==> src/hdl/assert_macros.svh <==
// Assertion macros shared by the vertex projection RTL.
// Included by the modules that carry concurrent checks; no other dependencies.
`ifndef ASSERT_MACROS_SVH
`define ASSERT_MACROS_SVH
`ifndef SYNTHESIS
`define ASSERT_CLK(lbl, clk, rst, prop) \
   lbl: assert property (@(posedge clk) disable iff (rst) (prop)) \
      else $error("assertion failed");
`define ASSERT_NEVER(lbl, clk, rst, expr) \
   lbl: assert property (@(posedge clk) disable iff (rst) !(expr)) \
      else $error("forbidden condition seen");
`else
`define ASSERT_CLK(lbl, clk, rst, prop)
`define ASSERT_NEVER(lbl, clk, rst, expr)
`endif
`endif

==> src/hdl/vpv_pkg.sv <==
// Types and constants of the vertex projection unit.
// Used by every module of the block; depends on nothing.
package vpv_pkg;
   localparam int NUM_REGS   = 8;
   localparam int CSR_ADDR_W = 6;
   localparam int CSR_DATA_W = 64;
   localparam int QUEUE_DEPTH = 8;
   localparam int ROW_X = 0;
   localparam int ROW_Y = 1;
   localparam int ROW_W = 3;

   typedef logic [NUM_REGS-1:0][CSR_DATA_W-1:0] coef_bank_type;

   typedef struct packed {
      logic w_zero;
      logic saturated;
   } vpv_flags_type;
endpackage

==> src/hdl/vpv_queue.sv <==
// Short queue between front and back end with a credit count over the front pipeline.
// Depends on vpv_pkg for its depth.
module vpv_queue #(
   parameter int WIDTH = 96
) (
   input  logic             clock,
   input  logic             reset,
   input  logic             accept,
   output logic             ready,
   input  logic             push,
   input  logic [WIDTH-1:0] push_data,
   input  logic             pop_enable,
   output logic             pop,
   output logic [WIDTH-1:0] pop_data
);
   localparam int DEPTH = vpv_pkg::QUEUE_DEPTH;
   localparam int PW = $clog2(DEPTH);

   logic [WIDTH-1:0] mem_ff [DEPTH];
   logic [PW-1:0] wr_ff, rd_ff;
   logic [PW:0]   cnt_ff, credit_ff;

   assign pop      = pop_enable && (cnt_ff != '0);
   assign pop_data = mem_ff[rd_ff];
   assign ready    = credit_ff < (PW+1)'(DEPTH);

   always_ff @(posedge clock) begin
      if (push) mem_ff[wr_ff] <= push_data;
   end

   always_ff @(posedge clock) begin
      if (reset) begin
         wr_ff <= '0;
         rd_ff <= '0;
         cnt_ff <= '0;
         credit_ff <= '0;
      end else begin
         if (push) wr_ff <= wr_ff + 1'b1;
         if (pop)  rd_ff <= rd_ff + 1'b1;
         cnt_ff    <= cnt_ff + (PW+1)'(push) - (PW+1)'(pop);
         credit_ff <= credit_ff + (PW+1)'(accept) - (PW+1)'(pop);
      end
   end
endmodule

==> config.mk <==
export PLATFORM = sky130hd
export DESIGN_NAME = vpv_queue
export DESIGN_NICKNAME = d
export VERILOG_FILES = /design/src/hdl/assert_macros.svh /design/src/hdl/vpv_pkg.sv /design/src/hdl/vpv_queue.sv
export SDC_FILE = /design/constraint.sdc
export NUM_CORES = 1
export LEC_CHECK = 0
export BUFFER_PORTS_ARGS = -buffer_cell sky130_fd_sc_hd__buf_2
export CORE_MARGIN = 2
export CORE_UTILIZATION = 50
export CTS_CLUSTER_DIAMETER = 60
export DETAILED_ROUTE_END_ITERATION = 12
export HOLD_SLACK_MARGIN = 0.12
export PLACE_DENSITY_LB_ADDON = 0.1
export REMOVE_ABC_BUFFERS = 1
export SETUP_SLACK_MARGIN = 0.3
export SLEW_MARGIN = 20
export SYNTH_ARGS = -nofsm -noshare
export SYNTH_HDL_FRONTEND = slang
export SYNTH_SLANG_ARGS = --single-unit
==> constraint.sdc <==
create_clock -name clock -period 9.7 [get_ports clock]
set_clock_uncertainty 0.2 [all_clocks]
set_input_delay 1.94 -clock clock [delete_from_list [all_inputs] [get_ports clock]]
set_output_delay 1.94 -clock clock [all_outputs]
set_load 0.01 [all_outputs]
==> reports/results.txt <==
outcome: completed
Core Box Area: 58900 µm²
Tot GR Track Use: 19.4%
register area: 23400 µm²
area of the multi-input gates: 5970 µm²
Place WS: 4.37 ns
port buffer count: 198
1st-pass router iterations: 4
Worst Path Max Fanout: 48
reg-to-reg startpoint: wr_ff[0]
largest net degree at the start of global routing: 91
Iter 0 DRT Violations: 951
initial antenna violation count: 11
endpoints failing setup: 0
r2r setup slk: 6.46 ns
CTS max path bufs: 3
Setup Fix Bufs, Post-CTS: 0
post-synth cell types: 27
number of global-route vias before repair: 14000
RSZ-0062 raised after global routing: no
Final period util: 59.7%
drc violations: 0
setup ws final: 3.91 ns
# hold bufs at CTS: 0
Worst R2R Path Depth: 4
Die Wd: 248 µm
Seq/Total Area, Yosys: 78.8%
Final ANT Viol Nets: 0
switching power: 1820 µW
Max-slew headroom: 26.7%
Worst Path Required: 7.56 ns
Slew @ Worst Pin: 1.10 ns
first-pass GRT wire length: 87000 µm
Synth warnings: 0
number of gates resized after cts: 0
Max Slew Vio Count: 0
minimum clock period: 5.79 ns
Area growth syn-to-layout: 14.5%
FP Rows: 89
Avg WL per Cell: 25.4 µm
Die Y: 248 µm
fillcell total: 4318
Clock Latency Late Sink: 0.60 ns
worst hold margin: 0.303 ns
max frequency: 173 MHz
power density over the cells: 231 nW/µm²
Final nets: 1567
Initial Util: 50.4%
die area: 61400 µm²
Internal: 6060 µW
share of layout cells above drive strength 1: 41.4%
# IOs: 199
Final Cell Area: 34000 µm²
Root Buffer: clkbuf_16
peak supply drop: 0.000158 V
Avg Cell Area, Syn: 24.6 µm²
final hold vios: 0
Critical Path AT: 3.65 ns
worst min path class: register to register
crit end category: primary output
clock share of power: 36.6%
Worst Setup EP: pop_data[80]
Synth Instances: 1208
CTS tree: yes
Gate power share: 13.5%
Reg clk slew, reported paths: 0.06 ns
H-tree Lvls: 3
Post-Route WL: 58300 µm
Max Cap Viol: 0
sw frac: 23.1%
setup TNS: 0 ns
CTS sink cnt: 785
sequential fraction of design power: 49.8%
Via-to-Cell Ratio: 5.69
placer congestion estimate: 0.708
routed vias: 13000
Synth Cell Area: 29700 µm²
cts bufs inserted: 81
DP HPWL: 29900 µm
nature of the critical path startpoint: register
FF+latch count, synth: 785
reg2reg end: mem_ff[3][14]
grt ovf: 0
CP Class: register to primary output
dpl cell area: 31600 µm²
Lkg Pwr: 0.0108 µW
critical path: stages (launching register included):
cell,delay [ns]
dfxtp_4,1.01
buf_4,0.89
mux4_2,0.60
mux2_2,0.32
buf_2,0.15
cell usage after synthesis:
cell type	instances	area, µm²
a31o_2	1	8.76
nand2b_1	9	56.3
dfxtp_1	17	340
a21oi_1	6	30.0
o21ai_0	1	5.00
xor2_1	2	17.5
mux2i_1	4	40.0
edfxtp_1	768	23100
fa_1	2	40.0
mux2_2	98	1100
buf_6	20	225
xnor2_1	4	35.0
nand2_1	4	15.0
ha_1	9	113
nand3_1	3	15.0
a21o_1	1	7.51
clkinv_1	1	3.75
buf_1	15	56.3
nor3b_1	1	7.51
nor2_1	15	56.3
inv_1	7	26.3
mux4_2	192	4320
nor3_1	2	10.0
or3_1	1	6.26
nor2b_1	4	25.0
buf_2	4	20.0
clkbuf_1	17	63.8
cell families after synthesis:
group | count (synthesis) | share of synthesized area, %
DFF | 785 | 78.8
muxes | 294 | 18.4
buffers and inverters | 64 | 1.33
and+or+nand+nor | 39 | 0.644
adders and majority gates | 11 | 0.514
AOI/OAI and AO/OA | 9 | 0.173
xor gates and xnor gates | 6 | 0.177
state kept, by name, summed over array words and instances, names as in the netlist, named ones only:
signal and cells:
wr_ff 3, cnt_ff 4, credit_ff 4, rd_ff 3
mem_ff 768
per-layer routing:
metal | global-route usage [%] | part of all wire [%] | vias up
met5 | 0 | 0.14 | -
met4 | 5.58 | 1.9 | 12
met3 | 4.30 | 5.0 | 84
met2 | 31.6 | 50 | 267
met1 | 26.7 | 43 | 7019
li1 | - | - | 5653
worst min-delay path by stage:
stage / startpoint / slack [ns] / endpoint / depth (start not counted)
finish: rd_ff[1] / 0.30 / register / 2
CTS: rd_ff[1] / 0.30 / register / 2
global route: rd_ff[2] / 0.35 / register / 2
floorplan: rd_ff[2] / 0.27 / register / 2
global placement: rd_ff[2] / 0.28 / register / 2
detailed placement: rd_ff[1] / 0.29 / register / 2
placed cells by master, fill, tap and decap left out, drive strengths merged:
master and n:
a21o 1, a21oi 6, a31o 1, buf 220, bufinv 3, clkbuf 108, clkinv 29, dfxtp 17
diode 4, edfxtp 768, fa 2, ha 9, inv 11, mux2 98, mux2i 4, mux4 192
nand2 4, nand2b 9, nand3 3, nor2 15, nor2b 4, nor3 2, nor3b 1, o21ai 1
or3 1, xnor2 4, xor2 2
cell type report:
class / count / area share, %
sequential: 785 / 68.8
multi-input combinational: 359 / 17.5
clock buffer: 108 / 6.53
timing repair buffer: 220 / 3.47
tap: 773 / 2.84
clock inverter: 35 / 0.713
inverter: 8 / 0.0882
antenna: 4 / 0.0294
power by group through the flow:
stage,clock (µW),sequential [µW],combinational [µW]
floorplan,0,4050,761
global placement,0,3990,1080
detailed placement,0,4000,1100
CTS,2960,3930,1100
global route,3090,3940,1160
finish,2890,3920,1070
per-stage QoR:
| step | total power [µW] | std cells | util, % |
|---|---|---|---|
| after floorplan | 4810 | 1152 | - |
| final | 7880 | 2292 | 57.8 |
| after global routing | 8190 | 2291 | 57.8 |
| after detailed placement | 5100 | 2145 | 53.6 |
| after CTS | 7990 | 2288 | 57.8 |
| after global placement | 5080 | 2145 | 53.6 |
Note: power is estimated with default switching activity, not from simulation.
